--- config.mk ---
export PLATFORM = sky130hd
export DESIGN_NAME = i2c_master_bit_sequencer
export DESIGN_NICKNAME = d
export VERILOG_FILES = /design/src/rtl/i2cm_pkg.sv /design/src/rtl/i2cm_step.sv /design/src/rtl/i2c_master_bit_sequencer.sv
export SDC_FILE = /design/constraint.sdc
export NUM_CORES = 1
export LEC_CHECK = 0
export ABC_AREA = 1
export BUFFER_PORTS_ARGS = -buffer_cell sky130_fd_sc_hd__buf_2
export CORE_ASPECT_RATIO = 1.25
export CORE_UTILIZATION = 55
export DETAILED_ROUTE_END_ITERATION = 10
export GPL_TIMING_DRIVEN = 0
export PLACE_DENSITY = 0.87
export REMOVE_ABC_BUFFERS = 1
export SLEW_MARGIN = 10
export SYNTH_ARGS = -nofsm -noshare
export SYNTH_HDL_FRONTEND = slang
export SYNTH_SLANG_ARGS = --single-unit
--- constraint.sdc ---
create_clock -name clk -period 4.4 [get_ports clk]
set_clock_uncertainty 0.1 [all_clocks]
set_input_delay 0.66 -clock clk [delete_from_list [all_inputs] [get_ports clk]]
set_output_delay 0.66 -clock clk [all_outputs]
set_load 0.05 [all_outputs]
--- src/rtl/i2cm_pkg.sv ---
// ----------------------------------------------------------------------------
// i2cm_pkg
// Types and constants shared by the i2c master bit sequencer modules.
// ----------------------------------------------------------------------------
package i2cm_pkg;

  // command codes carried by req_type, code 7 means nothing
  typedef enum logic [2:0] {
    CMD_NONE  = 3'd0,
    CMD_START = 3'd1,
    CMD_STOP  = 3'd2,
    CMD_WRITE = 3'd3,
    CMD_READ  = 3'd4,
    CMD_SACK  = 3'd5,
    CMD_RACK  = 3'd6
  } cmd_t;

  localparam int StepW = 5;

  // sequence lengths in pin steps
  localparam logic [StepW-1:0] LenStart = 5'd4;
  localparam logic [StepW-1:0] LenStop  = 5'd3;
  localparam logic [StepW-1:0] LenWrite = 5'd24;
  localparam logic [StepW-1:0] LenRead  = 5'd17;
  localparam logic [StepW-1:0] LenAck   = 5'd3;

  // msb of the transmit shifter
  localparam logic [7:0] MsbMask = 8'h80;

  // sequencer state
  typedef struct packed {
    cmd_t             cmd;
    logic [StepW-1:0] step;
    logic [1:0]       phase;     // write bit phase, step modulo three
    logic [7:0]       tx_shift;
    logic [7:0]       rx_shift;
    logic             scl;
    logic             sda;
    logic             ack_reg;
    logic             ack_out;
  } seq_state_t;

  localparam seq_state_t SeqReset = '{
    cmd:      CMD_NONE,
    step:     '0,
    phase:    2'd0,
    tx_shift: 8'h00,
    rx_shift: 8'h00,
    scl:      1'b1,
    sda:      1'b1,
    ack_reg:  1'b1,
    ack_out:  1'b0
  };

  // result word of one tick
  typedef struct packed {
    logic       scl_out;
    logic       sda_out;
    logic [7:0] rx_byte;
    logic       ack_seen;
    logic       cmd_done;
    logic       busy_res;
    logic       rejected;
  } seq_result_t;

  function automatic logic [StepW-1:0] seq_len(cmd_t cmd);
    logic [StepW-1:0] len;
    case (cmd)
      CMD_START: len = LenStart;
      CMD_STOP:  len = LenStop;
      CMD_WRITE: len = LenWrite;
      CMD_READ:  len = LenRead;
      CMD_SACK:  len = LenAck;
      CMD_RACK:  len = LenAck;
      default:   len = '0;
    endcase
    return len;
  endfunction

endpackage

--- src/rtl/i2cm_step.sv ---
// ----------------------------------------------------------------------------
// i2cm_step
// One tick of the sequencer: command intake and one pin step of the active
// command, giving the next state and the result word.
// ----------------------------------------------------------------------------
module i2cm_step (
  input  i2cm_pkg::seq_state_t  cur,
  input  logic [2:0]            req_type,
  input  logic [7:0]            tx_byte,
  input  logic                  ack_bit,
  input  logic                  sda_in,
  output i2cm_pkg::seq_state_t  nxt,
  output i2cm_pkg::seq_result_t res
);

  i2cm_pkg::seq_state_t   s;
  logic                   req_ok;
  logic                   rej;
  logic                   done;
  logic [i2cm_pkg::StepW-1:0] step_inc;

  always_comb begin
    s        = cur;
    rej      = 1'b0;
    done     = 1'b0;
    req_ok   = req_type inside {[i2cm_pkg::CMD_START : i2cm_pkg::CMD_RACK]};
    step_inc = '0;

    // command intake, only when idle
    if (req_ok) begin
      if (s.cmd == i2cm_pkg::CMD_NONE) begin
        s.cmd   = i2cm_pkg::cmd_t'(req_type);
        s.step  = '0;
        s.phase = 2'd0;
        if (s.cmd == i2cm_pkg::CMD_WRITE) s.tx_shift = tx_byte;
        if (s.cmd == i2cm_pkg::CMD_READ) s.rx_shift = 8'h00;
        if (s.cmd == i2cm_pkg::CMD_SACK) s.ack_out = ack_bit;
      end else begin
        rej = 1'b1;
      end
    end

    // one pin step of the active command
    case (s.cmd)
      i2cm_pkg::CMD_START: begin
        case (s.step)
          5'd0:    s.sda = 1'b1;
          5'd1:    s.scl = 1'b1;
          5'd2:    s.sda = 1'b0;
          default: s.scl = 1'b0;
        endcase
      end
      i2cm_pkg::CMD_STOP: begin
        case (s.step)
          5'd0:    s.sda = 1'b0;
          5'd1:    s.scl = 1'b1;
          default: s.sda = 1'b1;
        endcase
      end
      i2cm_pkg::CMD_WRITE: begin
        case (s.phase)
          2'd0:    s.sda = |(s.tx_shift & i2cm_pkg::MsbMask);
          2'd1:    s.scl = 1'b1;
          default: begin
            s.scl      = 1'b0;
            s.tx_shift = {s.tx_shift[6:0], 1'b0};
          end
        endcase
      end
      i2cm_pkg::CMD_READ: begin
        if (s.step == '0) begin
          s.sda = 1'b1;
        end else if (s.step[0]) begin
          s.scl      = 1'b1;
          s.rx_shift = {s.rx_shift[6:0], sda_in};
        end else begin
          s.scl = 1'b0;
        end
      end
      i2cm_pkg::CMD_SACK: begin
        case (s.step)
          5'd0:    s.sda = s.ack_out;
          5'd1:    s.scl = 1'b1;
          default: s.scl = 1'b0;
        endcase
      end
      i2cm_pkg::CMD_RACK: begin
        case (s.step)
          5'd0:    s.sda = 1'b1;
          5'd1: begin
            s.scl     = 1'b1;
            s.ack_reg = sda_in;
          end
          default: s.scl = 1'b0;
        endcase
      end
      default: ;
    endcase

    // step count and end of sequence
    if (s.cmd != i2cm_pkg::CMD_NONE) begin
      step_inc = s.step + 5'd1;
      s.step   = step_inc;
      s.phase  = (s.phase == 2'd2) ? 2'd0 : s.phase + 2'd1;
      if (step_inc == i2cm_pkg::seq_len(s.cmd)) begin
        done    = 1'b1;
        s.cmd   = i2cm_pkg::CMD_NONE;
        s.step  = '0;
        s.phase = 2'd0;
      end
    end

    nxt          = s;
    res.scl_out  = s.scl;
    res.sda_out  = s.sda;
    res.rx_byte  = s.rx_shift;
    res.ack_seen = s.ack_reg;
    res.cmd_done = done;
    res.busy_res = (s.cmd != i2cm_pkg::CMD_NONE);
    res.rejected = rej;
  end

endmodule

--- src/rtl/i2c_master_bit_sequencer.sv ---
// ----------------------------------------------------------------------------
// i2c_master_bit_sequencer
// Byte level i2c master that drives SCL and SDA one pin step per input word.
// ----------------------------------------------------------------------------
// Each accepted input word is one bus tick from an external prescaler. An
// idle sequencer takes a command (start 4 ticks, stop 3, write byte 24, read
// byte 17, send or receive ack 3) and performs its first pin step in the same
// tick; a command given while busy is dropped and flagged by rejected. Every
// input word yields exactly one result word in the next cycle, and a new word
// is taken every cycle: the tick logic sits between the state register and a
// single result register, which keeps accepting as long as its word is taken
// or absent. sda_out is open drain: 1 releases the line.
module i2c_master_bit_sequencer (
  input  logic       clk,
  input  logic       rst,
  input  logic       in_valid,
  output logic       in_ready,
  input  logic [2:0] req_type,
  input  logic [7:0] tx_byte,
  input  logic       ack_bit,
  input  logic       sda_in,
  output logic       out_valid,
  input  logic       out_ready,
  output logic       scl_out,
  output logic       sda_out,
  output logic [7:0] rx_byte,
  output logic       ack_seen,
  output logic       cmd_done,
  output logic       busy_res,
  output logic       rejected
);

  i2cm_pkg::seq_state_t  st;
  i2cm_pkg::seq_state_t  st_next;
  i2cm_pkg::seq_result_t res;
  i2cm_pkg::seq_result_t res_next;
  logic                  accept;

  // result register is free when empty or being taken
  assign in_ready = !out_valid || out_ready;
  assign accept   = in_valid && in_ready;

  // tick logic
  i2cm_step u_step (
    .cur      (st),
    .req_type (req_type),
    .tx_byte  (tx_byte),
    .ack_bit  (ack_bit),
    .sda_in   (sda_in),
    .nxt      (st_next),
    .res      (res_next)
  );

  // state and result valid
  always_ff @(posedge clk) begin
    if (rst) begin
      st        <= i2cm_pkg::SeqReset;
      out_valid <= 1'b0;
    end else begin
      if (accept) st <= st_next;
      if (in_ready) out_valid <= in_valid;
    end
  end

  // result payload
  always_ff @(posedge clk) begin
    if (accept) res <= res_next;
  end

  assign scl_out  = res.scl_out;
  assign sda_out  = res.sda_out;
  assign rx_byte  = res.rx_byte;
  assign ack_seen = res.ack_seen;
  assign cmd_done = res.cmd_done;
  assign busy_res = res.busy_res;
  assign rejected = res.rejected;

  // idle sequencer holds a cleared step count
  a_idle_step: assert property (@(posedge clk) disable iff (rst)
    (st.cmd == i2cm_pkg::CMD_NONE) |-> (st.step == '0 && st.phase == 2'd0))
    else $error("idle sequencer with nonzero step count");

  // step count stays below the longest sequence
  a_step_range: assert property (@(posedge clk) disable iff (rst)
    st.step < i2cm_pkg::LenWrite)
    else $error("step count out of range");

  // a finished command never reports busy
  a_done_idle: assert property (@(posedge clk) disable iff (rst)
    (out_valid && cmd_done) |-> !busy_res)
    else $error("command done while still busy");

  // a valid request to a busy sequencer is rejected
  a_reject: assert property (@(posedge clk) disable iff (rst)
    (accept && st.cmd != i2cm_pkg::CMD_NONE &&
     req_type >= i2cm_pkg::CMD_START && req_type <= i2cm_pkg::CMD_RACK)
    |=> (out_valid && rejected))
    else $error("request while busy not rejected");

endmodule
== After elaboration in Yosys (flattened, before gate mapping) ==
Cells that the tools add are included.
Storage, ports and cells
  register bits: 45
  bits of input ports: 17
  output and inout port bits: 16
  word-level logic and storage cells: 79
Operators by class
  add/subtract/negate cells: 2
  order comparisons: 2
  eq/ne operators: 14
  multiplexer cells: 32
  reductions and logical operators: 12
Operators by type and width (number)
  two-way mux 26 bit: 2
  two-way mux 8 bit: 6
  two-way mux 10 bit: 2
  case mux 5 bit (4 select lines): 1
  == test 3 bit, second input constant: 5
  two-way mux 1 bit: 12
  case mux 2 bit (6 select lines): 1
  case mux 1 bit (2 select lines): 5
  == test 3 x 2 -> 1 bit, second input constant: 3
  two-way mux 9 bit: 1
  nonzero test 3 bit: 2
  adder 5 x 1 -> 5 bit, second input constant: 1
  == test 5 x 1 -> 1 bit, second input constant: 1
  == test 5 x 2 -> 1 bit, second input constant: 1
  == test 5 bit: 1
  zero test 5 bit: 1
  two-way mux 5 bit: 1
  OR reduction 2 bit: 2
  == test 3 x 1 -> 1 bit, second input constant: 1
  >= comparator 3 x 1 -> 1 bit, second input constant: 1
  less-or-equal comparator 3 bit, second input constant: 1
  zero test 3 bit: 1
  OR reduction 3 bit: 1
  adder 2 x 1 -> 2 bit, second input constant: 1
  7 further kinds: 8

== Depth between registers and ports, before layout ==
Gate-level depths: netlist of run 1.
  depth in word-level cells: 12
  mapped depth: 16
  mapped depth without buffers: 16

== Modules after synthesis ==
A second synthesis of run 1 with hierarchy kept.
Unflattened totals
  cells, all modules: 467
  area total of the unflattened synthesis: 3246.9 um^2
By module, submodules not included
  i2c_master_bit_sequencer: times used 1, cells each 210, area an instance 1865.5 um^2, sequential area each 1041.0 um^2
  i2cm_step: times used 1, cells each 257, area an instance 1381.3 um^2, sequential area each 0.0 um^2

== Least setup slack after synthesis of run 1 ==
No wires, ideal clock.
  path type: input port to flip-flop
  from: input port out_ready
  to: register res, in the netlist ack_seen, enable pin
  setup time: 384 ps
  arrival time: 2233 ps
  data required time: 3916 ps
  path slack: 1684 ps
  stages: 6
  path buffers: 2
  cells stage by stage: inv_1 > nand2_1 > nand2_1 > inv_1 > clkbuf_1 > clkbuf_1
On the way
  cells in the longest elaborated chain, start to end: 2
Ends and longest elaborated chain
  start: declaration: RTL line i2c_master_bit_sequencer.sv:23  | input logic out_ready,
  logical OR 1 bit: RTL line i2c_master_bit_sequencer.sv:40  | assign in_ready = !out_valid || out_ready;
  named net in_ready: RTL line i2c_master_bit_sequencer.sv:17  | output logic in_ready,
  logical AND 1 bit: RTL line i2c_master_bit_sequencer.sv:41  | assign accept = in_valid && in_ready;
  named net accept: RTL line i2c_master_bit_sequencer.sv:37  | logic accept;
  end signal: assignment: RTL line i2c_master_bit_sequencer.sv:67  | if (accept) res <= res_next;
  end: declaration: RTL line i2c_master_bit_sequencer.sv:35  | i2cm_pkg::seq_result_t res;
The timed path passes the listed nets, and every way through them passes these cells.
A chain may end at the register's enable or synchronous reset.

== Final worst setup path of run 1 ==
  from: input port req_type[1]
  to: register st[22] in the netlist's numbering
On the way
  cells in the longest elaborated chain, start to end: 10
  elaborated cells on any way between the ends: 19
  those cells by class: 1 x add/sub; 2 x order compare; 7 x eq/ne; 6 x mux; 3 x reduce/logical
Ends and longest elaborated chain
  start: declaration: RTL line i2c_master_bit_sequencer.sv:18  | input logic [2:0] req_type,
  >= comparator 3 x 1 -> 1 bit / less-or-equal comparator 3 bit (equally long branches): RTL line i2cm_step.sv:26  | req_ok = req_type inside {[i2cm_pkg::CMD_START : i2cm_pkg::CMD_RACK]};
  logical AND 1 bit: RTL line i2cm_step.sv:26
  two-way mux 26 bit (*): RTL line i2cm_step.sv:30  | if (req_ok) begin
  == test 3 x 2 -> 1 bit / == test 3 bit (equally long branches): RTL line i2cm_pkg.sv:68  | case (cmd)
  OR reduction 3 bit (no line)
  case mux 5 bit (4 select lines): RTL line i2cm_pkg.sv:68
  two-way mux 5 bit: RTL line i2cm_step.sv:101  | if (s.cmd != i2cm_pkg::CMD_NONE) begin
  == test 5 bit: RTL line i2cm_step.sv:105  | if (step_inc == i2cm_pkg::seq_len(s.cmd)) begin
  two-way mux 10 bit: RTL line i2cm_step.sv:105
  two-way mux 10 bit (*): RTL line i2cm_step.sv:101
  end signal: assignment: RTL line i2c_master_bit_sequencer.sv:57  | st <= i2cm_pkg::SeqReset;
  end signal: assignment: RTL line i2c_master_bit_sequencer.sv:60  | if (accept) st <= st_next;
  end: declaration: RTL line i2c_master_bit_sequencer.sv:33  | i2cm_pkg::seq_state_t st;
Every way passes the cells marked *; elsewhere a longest branch is shown, timed or not. The select of a mux whose other input is x is not followed.

==> results of run 1 <==
-- per-stage QoR --
| stage | cells | area [um^2] |
|---|---|---|
| 6_report | 448 | 2819 |
| 5_1_grt | 448 | 2819 |
| 4_1_cts | 448 | 2819 |
| 3_5_place_dp | 440 | 2725 |
| 3_3_place_gp | 440 | 2725 |
| 2_1_floorplan | 350 | 2492 |
-- final timing paths --
kind / endpoint / slack, ns / cells past startpoint / startpoint
worst min register to register: st[15] / 0.37 / 2 / st[15]
worst max-delay path: st[22] / 1.42 / 15 / req_type[1]
worst min-delay path: st[15] / 0.37 / 2 / st[15]
worst max register to register: st[22] / 1.44 / 14 / st[28]
-- area by class of cell --
cell class              instances  area, um^2
fillers                       405        1607
multi-input cells             260        1282
flip-flops and latches         45        1041
inverters                      45       168.9
repair buffers                 32       160.2
well taps                      58       72.57
clock buffers                   5       68.82
clock inverters                 3       25.02
-- cell usage after synthesis (all sizes together), types with 2 or more instances --
cell type	number	area [um^2]
a21oi	31	155.2
buf	2	12.51
clkbuf	10	37.54
dfxtp	31	620.6
edfxtp	14	420.4
inv	45	168.9
mux2i	6	60.06
nand2	86	330.3
nand3	32	185.2
nand4	11	81.32
nor2	43	183.9
nor3	4	20.02
o21ai	39	198.9
or2	2	12.52
-- registers in the layout, indices dropped and copies added, names as in the netlist --
register   count
rejected       1
ack_seen       1
rx_byte        8
busy_res       1
out_valid      1
st            30
scl_out        1
cmd_done       1
sda_out        1
-- cells by family after synthesis --
group                  share of synthesized area, %
buffers and inverters                         8.612
AOI/OAI and AO/OA                             15.31
DFF                                           40.94
muxes                                         2.362
and+or+nand+nor                               32.78
-- power by group through the flow --
| stage | clock, mW | sequential (mW) | combinational, mW |
|---|---|---|---|
| after global routing | 0.291 | 0.503 | 0.408 |
| after detailed placement | 0 | 0.506 | 0.363 |
| after floorplan | 0 | 0.564 | 0.219 |
| final | 0.269 | 0.497 | 0.368 |
| after global placement | 0 | 0.505 | 0.358 |
| after CTS | 0.275 | 0.497 | 0.365 |
-- layer usage --
layer  GRT usage (%)  vias up  part of all wire (%)  wire length [um]
met5               0        -                     0                 0
met4           10.70        0                   1.4                76
met3           3.779        7                   3.5               194
met2           45.33       55                    52              2926
met1           26.92     1106                    43              2426
li1                -     1254                     -                 -
-- critical path: cells and delay by family --
kind | cells | cell delay, ns
AOI/OAI and AO/OA | 2 | 0.95
and+or+nand+nor | 11 | 1.07
buffers and inverters | 2 | 0.37
==> flow_metrics.py, run 1 <==
metrics = {
    "synthesis": {
        "synth_edf_count": 14,
        "yosysSeqAreaShare_pct": 40.94,
        "yosys_warnings": 0,
        "synth_area_um2": 2542,
        "async_flop_share_pct": 0,
        "synth_cells": 362,
        "synth_ff_type": "dfxtp_1",
        "yosysUniqueCellTypes": 30,
        "ys_ff_latch": 45,
        "avgSynthCellArea_um2": 7.023,
    },
    "clocking": {
        "tritoncts": "built",
        "clk_pin_slew_ns": 0.09,
        "htree_levels": 2,
        "cts_hold_buffers": 0,
        "root_buffer": "clkbuf_8",
        "cts_sinks": 45,
        "cts_setup_buffers": 0,
        "clk_path_buf_depth": 2,
        "clk_latency_ns": 0.31,
        "cts_buffers": 5,
        "cts-resized-gates": 0,
    },
    "worst_setup_path": {
        "arrival_ns": 3.06,
        "worstPathRequired_ns": 4.48,
        "max_stage_delay_ns": 0.89,
        "start_kind": "input port",
        "worstSetupEndpointType": "register",
        "criticalPathCategory": "input port to register",
        "cp_max_fo": 11,
        "cpMaxStageDelayCell": "o21ai_0",
        "cp_cell_sequence": "buf_2 -> nand2_1 -> nand2_1 -> o21ai_0 -> inv_1 -> nand2_1 -> nand2_1 -> nand2_1 -> nand2_1 -> nor2_1 -> nand3_2 -> nand2_1 -> nand2_1 -> nand2_1 -> a21oi_1",
        "cpMostUsedCell": "nand2_1",
    },
    "grt": {
        "grt_overflow": 0,
        "grt_usage_pct": 24.32,
        "grt_pass1_vias": 2188,
        "grt_max_degree": 43,
        "grt_antenna_before_repair": 0,
        "grt_pass1_wl_um": 9446,
    },
    "drt": {
        "drt-initial-drc-count": 190,
        "wirelength_um": 5623,
        "num_vias": 2422,
        "antenna_left": 0,
        "viasPerCell": 5.406,
        "drc": 0,
        "post_drt_wl_per_cell_um": 12.55,
        "drt_pre_antenna_iters": 6,
    },
    "finish": {
        "layout-drive-gt1-share_pct": 16.41,
        "final_util_pct": 63.70,
        "finalNetCount": 406,
        "diodes": 0,
        "layout_common_cells": "nand2_1 (83), inv_1 (40), nor2_1 (38)",
        "area_growth_pct": 10.88,
        "final_common_cell": "nand2_1",
    },
    "timing": {
        "setup_viol": 0,
        "setup_tns_ns": 0,
        "rsz0062_at_grt": "no",
        "fmax_ghz": 0.3356,
        "whs_ns": 0.3730,
        "drv_slew": 0,
        "tightestPinTransition_ns": 1.163,
        "fin_crit_sh_pct": 67.73,
        "setup_ws_ns": 1.420,
        "finalCriticalPeriod_ns": 2.980,
        "slew_headroom_pct": 21.63,
        "hold_viol": 0,
    },
    "flow_run": {
        "drv_cap": 0,
    },
    "placement": {
        "io_buffers": 32,
        "dpl_worst_slack_ns": 0.9439,
        "dp_hpwl_um": 3868,
        "place_congestion": 0.9316,
    },
    "pwr": {
        "seq_power_share_pct": 43.9,
        "power_frac_comb_pct": 32.4,
        "p_int_mw": 0.6905,
        "power_switching_mw": 0.4432,
        "finalPower_mw": 1.134,
        "p_leak_nw": 1.394,
        "vdd_ir_drop_max_mv": 0.1689,
        "clkPwrFrac_pct": 23.7,
        "powerDensity_nw_per_um2": 402.2,
        "sw_frac_of_total_pct": 39.09,
    },
    "die": {
        "rows": 27,
        "core_area_um2": 4425,
        "pin_count": 33,
        "start_util_pct": 57.45,
        "die_w_um": 62.81,
        "die_area_um2": 4900,
        "die_h_um": 78.02,
    },
    "worst_hold_path": {
        "hp-class": "register to register",
    },
    "outcome": {
        "status": "completed",
    },
}
No activity file was read; power rests on OpenSTA's default activity.
==> inputs of run 2 (changes only) <==
--- a/config.mk
+++ b/config.mk
@@ -8,7 +8,7 @@
 export ABC_AREA = 1
 export BUFFER_PORTS_ARGS = -buffer_cell sky130_fd_sc_hd__buf_2
 export CORE_ASPECT_RATIO = 1.25
-export CORE_UTILIZATION = 55
+export CORE_UTILIZATION = 52
 export DETAILED_ROUTE_END_ITERATION = 10
 export GPL_TIMING_DRIVEN = 0
 export PLACE_DENSITY = 0.87
==> constraint.sdc (replaced) <==
create_clock -name clk -period 2.63 [get_ports clk]
set_clock_uncertainty 0.1 [all_clocks]
set_input_delay 0.3945 -clock clk [delete_from_list [all_inputs] [get_ports clk]]
set_output_delay 0.3945 -clock clk [all_outputs]
set_load 0.05 [all_outputs]
==> run 2 against run 1 <==
Effect of this change:
- sequential power up 67%
- total power up 77%
- wire length down 1.8%
- utilization down 2.6 points
- worst setup slack worse by 1.2 ns
- sequential share of layout area down 0.93 points
- worst hold slack worse by 0.074 ns
- die area up 5.6%
- critical endpoint is now ack_seen
==> flow_metrics.py, run 2 (synthesis gave the netlist of run 1 again) <==
metrics = {
    "outcome": {
        "status": "completed",
    },
    "finish": {
        "largest_reg_flops": 30,
        "layout_common_cells": "nand2_1 (82), inv_1 (40), nor2_1 (37)",
        "largest_register": "st",
        "layout-drive-gt1-share_pct": 17.60,
        "finalNetCount": 408,
        "area_growth_pct": 13.73,
        "fillCellCount": 415,
        "diodes": 0,
        "final_common_cell": "nand2_1",
        "stdcell_area_um2": 2892,
    },
    "timing": {
        "rsz0062_at_grt": "no",
        "fmax_ghz": 0.4169,
        "drv_slew": 0,
        "fin_crit_sh_pct": 91.20,
        "setup_viol": 0,
        "finalCriticalPeriod_ns": 2.399,
        "hold_viol": 0,
        "slew_headroom_pct": 55.42,
        "whs_ns": 0.2992,
        "tightestPinTransition_ns": 0.6663,
    },
    "pwr": {
        "powerDensity_nw_per_um2": 692.3,
        "vdd_ir_drop_max_mv": 0.3315,
        "p_leak_nw": 1.409,
    },
    "placement": {
        "dp_hpwl_um": 3763,
        "place_congestion": 0.9058,
        "place_area_um2": 2728,
        "io_buffers": 32,
    },
    "grt": {
        "grt_overflow": 0,
        "grt_usage_pct": 22.57,
        "grt_max_degree": 34,
        "grt_antenna_before_repair": 0,
        "grt_pass1_vias": 2176,
        "grt_pass1_wl_um": 9149,
    },
    "drt": {
        "drc": 0,
        "num_vias": 2465,
        "viasPerCell": 5.454,
        "drt_pre_antenna_iters": 4,
        "antenna_left": 0,
        "drt-initial-drc-count": 196,
        "post_drt_wl_per_cell_um": 12.21,
        "wirelength_um": 5519,
    },
    "die": {
        "rows": 28,
        "die_w_um": 64.54,
        "die_h_um": 80.18,
        "die_area_um2": 5174,
        "pin_count": 33,
        "core_area_um2": 4730,
        "start_util_pct": 53.76,
    },
    "clocking": {
        "cts_sinks": 45,
        "cts_hold_buffers": 0,
        "root_buffer": "clkbuf_8",
        "cts_buffers": 5,
        "clk_pin_slew_ns": 0.09,
        "clk_latency_ns": 0.31,
        "tritoncts": "built",
        "clk_path_buf_depth": 2,
        "htree_levels": 2,
    },
    "worst_setup_path": {
        "worstPathRequired_ns": 2.60,
        "arrival_ns": 2.37,
        "cpMaxStageDelayCell": "dfxtp_1",
        "cp_cell_sequence": "inv_1 -> nand2_1 -> nor2_4 -> nand3_4 -> nand2_1 -> inv_1 -> nor2_2 -> nor3b_4 -> nand4_1 -> or2_0 -> nand2_1 -> inv_1",
        "critPathTopFamily": "simple AND/OR/NAND/NOR gates",
        "max_stage_delay_ns": 0.37,
        "path_buf_inv": 3,
        "start_kind": "register",
        "cp_max_fo": 12,
        "criticalPathCategory": "register to register",
        "worstSetupEndpointType": "register",
    },
    "worst_hold_path": {
        "hp-class": "input port to register",
    },
    "flow_run": {
        "drv_cap": 0,
    },
}
-- run 2: through the flow --
stage	power (mW)	TNS [ns]	instances	util (%)	setup WS [ns]
after floorplan	1.310	-8.744	350	-	-0.3213
after global placement	1.439	-11.99	442	57.67	-0.4892
after detailed placement	1.452	-14.14	442	57.67	-0.5437
after CTS	1.982	0	451	60.48	0.09786
after global routing	2.105	0	452	61.14	0.02000
final	2.002	0	452	61.14	0.2314
-- run 2: final timing paths --
| kind | startpoint | depth (start not counted) | slack, ns | end |
|---|---|---|---|---|
| worst max-delay path | st[28] | 12 | 0.23 | ack_seen |
| worst min-delay path | out_ready | 4 | 0.30 | out_valid |
| worst max register to register | st[28] | 12 | 0.23 | ack_seen |
| worst min register to register | st[18] | 2 | 0.37 | st[18] |
-- run 2: per-layer routing --
metal | track usage (%) | share of wire (%) | up-vias
met5 | 0 | 0 | -
met4 | 12.67 | 2.2 | 0
met3 | 4.403 | 4.5 | 14
met2 | 40.32 | 50 | 65
met1 | 24.65 | 43 | 1123
li1 | - | - | 1263
-- run 2: what timing repair did --
| item | in CTS | in global routing |
|---|---|---|
| gates cloned | 1 | 0 |
| buffers inserted | 0 | 1 |
| pin swaps | 0 | 1 |
| setup endpoints to repair | 50 | 15 |
| resized for setup | 5 | 5 |
-- run 2: area by class of cell --
class	count	area [um^2]	area share, %
Tap cell	60	75.07	2.596
Sequential cell	45	1041	36.00
Inverter	45	172.7	5.971
Timing Repair Buffer	33	167.7	5.798
Timing Repair inverter	1	7.507	0.2596
Clock inverter	3	46.29	1.601
Multi-Input combinational cell	260	1313	45.39
Clock buffer	5	68.82	2.380
-- run 2: power by group --
group	total (mW)	switching [mW]	internal (mW)
clock	0.532	0.247	0.284
sequential	0.832	0.0381	0.793
combinational	0.639	0.459	0.179
total	2.00	0.745	1.26
-- run 2: tightest hold or removal path: cells and delay by family --
kind / cells / cell delay, ns
buffers and inverters: 2 / 0.10
and+or+nand+nor: 1 / 0.09
AOI/OAI and AO/OA: 1 / 0.07
==> inputs of run 3 (changes only) <==
--- a/config.mk
+++ b/config.mk
@@ -7,11 +7,14 @@
 export LEC_CHECK = 0
 export ABC_AREA = 1
 export BUFFER_PORTS_ARGS = -buffer_cell sky130_fd_sc_hd__buf_2
+export CELL_PAD_IN_SITES_DETAIL_PLACEMENT = 1
+export CELL_PAD_IN_SITES_GLOBAL_PLACEMENT = 1
 export CORE_ASPECT_RATIO = 1.25
-export CORE_UTILIZATION = 52
+export CORE_UTILIZATION = 37
 export DETAILED_ROUTE_END_ITERATION = 10
+export GPL_ROUTABILITY_DRIVEN = 0
 export GPL_TIMING_DRIVEN = 0
-export PLACE_DENSITY = 0.87
+export PLACE_DENSITY = 0.86
 export REMOVE_ABC_BUFFERS = 1
 export SLEW_MARGIN = 10
 export SYNTH_ARGS = -nofsm -noshare
==> run 3 against run 2 <==
Effect of this change:
- die area rose by 39%
- design area decreased by 0.65%
- worst hold slack improved by 0.0034 ns
- combinational power increased by 1%
- total power shrank 4.8%
- wire length increased by 22%
- largest power group unchanged
- sequential power barely moved
- clock-buffer cell count rose by 2
- fmax down 2.8%
- register-to-register slack worse by 0.07 ns
==> flow_metrics.py, run 3 (synthesis gave the netlist of run 1 again) <==
metrics = {
    "outcome": {
        "status": "completed",
    },
    "timing": {
        "rsz0062_at_grt": "yes",
        "tightestPinTransition_ns": 1.275,
        "drv_slew": 0,
        "fmax_ghz": 0.4052,
        "whs_ns": 0.3027,
        "hold_viol": 0,
        "finalCriticalPeriod_ns": 2.468,
        "slew_headroom_pct": 14.81,
        "setup_tns_ns": 0,
        "setup_ws_ns": 0.1623,
        "setup_viol": 0,
        "fin_crit_sh_pct": 93.83,
    },
    "drt": {
        "antenna_left": 0,
        "drc": 0,
        "drt_pre_antenna_iters": 4,
        "viasPerCell": 5.233,
        "num_vias": 2496,
        "post_drt_wl_per_cell_um": 14.10,
        "drt-initial-drc-count": 79,
        "wirelength_um": 6725,
    },
    "worst_setup_path": {
        "worstPathRequired_ns": 2.71,
        "criticalPathCategory": "register to register",
        "start_kind": "register",
        "arrival_ns": 2.54,
        "worstSetupEndpointType": "register",
        "cp_max_fo": 11,
    },
    "finish": {
        "diodes": 0,
        "fillCellCount": 893,
        "seq_area_um2": 1041,
        "stdcell_area_um2": 2873,
        "multi_input_area_um2": 1305,
        "area_growth_pct": 12.99,
        "layout_common_cells": "nand2_1 (83), inv_1 (40), nor2_1 (36)",
        "largest_reg_flops": 30,
        "finalNetCount": 406,
        "final_common_cell": "nand2_1",
        "largest_register": "st",
        "layout-drive-gt1-share_pct": 16.67,
    },
    "die": {
        "die_w_um": 76.14,
        "pin_count": 33,
        "die_area_um2": 7209,
        "rows": 33,
        "core_area_um2": 6606,
        "start_util_pct": 38.48,
        "die_h_um": 94.68,
    },
    "clocking": {
        "clk_pin_slew_ns": 0.08,
        "cts_hold_buffers": 0,
        "htree_levels": 2,
        "clk_latency_ns": 0.30,
        "clk_path_buf_depth": 2,
        "cts_sinks": 45,
        "tritoncts": "built",
        "cts_buffers": 5,
        "cts-resized-gates": 4,
        "root_buffer": "clkbuf_8",
        "cts_setup_buffers": 0,
    },
    "grt": {
        "grt_pass1_wl_um": 11290,
        "grt_pass1_vias": 2539,
        "grt_max_degree": 43,
        "grt_usage_pct": 19.73,
        "grt_overflow": 0,
        "grt_antenna_before_repair": 0,
    },
    "placement": {
        "io_buffers": 32,
        "place_area_um2": 2761,
        "dp_hpwl_um": 4844,
        "dpl_worst_slack_ns": -0.3302,
    },
    "pwr": {
        "p_leak_nw": 1.392,
        "finalPower_mw": 1.906,
        "powerDensity_nw_per_um2": 663.3,
        "vdd_ir_drop_max_mv": 0.2394,
    },
    "flow_run": {
        "drv_cap": 0,
    },
    "worst_hold_path": {
        "hp-class": "input port to register",
    },
}
run 3: worst paths after layout:
| kind | startpoint | end | slack [ns] | depth (start not counted) |
|---|---|---|---|---|
| worst max-delay path | st[28] | st[22] | 0.16 | 14 |
| worst min-delay path | out_ready | out_valid | 0.30 | 4 |
| worst max register to register | st[28] | st[22] | 0.16 | 14 |
| worst min register to register | st[19] | st[19] | 0.38 | 2 |
run 3: cell type report:
cell class | instances | area share, %
multi-input cells | 260 | 45.43
flip-flops and latches | 45 | 36.24
inverters | 45 | 6.054
repair buffers | 32 | 5.575
well taps | 87 | 3.789
clock buffers | 7 | 2.657
clock inverters | 1 | 0.2613
run 3: worst max-delay path, stage by stage (launching register included):
cell and delay (ns):
dfxtp_1 0.36, inv_1 0.11, nand2_1 0.12, o21ai_2 0.41, inv_1 0.17, nand2_1 0.17
nand2_1 0.09, nand2_1 0.07, nand2_1 0.06, nor2_1 0.15, nand3_2 0.18, nand2_1 0.14
nand2_1 0.07, nand2_1 0.06, a21oi_1 0.06
run 3: per-layer routing:
layer,vias up,GRT usage (%),part of all wire [%]
met2,28,38.03,52
met5,-,0,0
met4,0,10.26,2.3
li1,1247,-,-
met1,1209,20.77,44
met3,12,3.092,1.8
run 3: power by group:
group	switching [mW]	total, mW	internal (mW)
Combinational	0.472	0.646	0.174
Sequential	0.0400	0.834	0.794
Clock	0.238	0.426	0.188
run 3: stage by stage:
step / utilization (%) / instances
finish: 43.48 / 477
global placement: 41.80 / 469
floorplan: - / 350
global route: 43.48 / 477
CTS: 43.28 / 477
detailed placement: 41.80 / 469
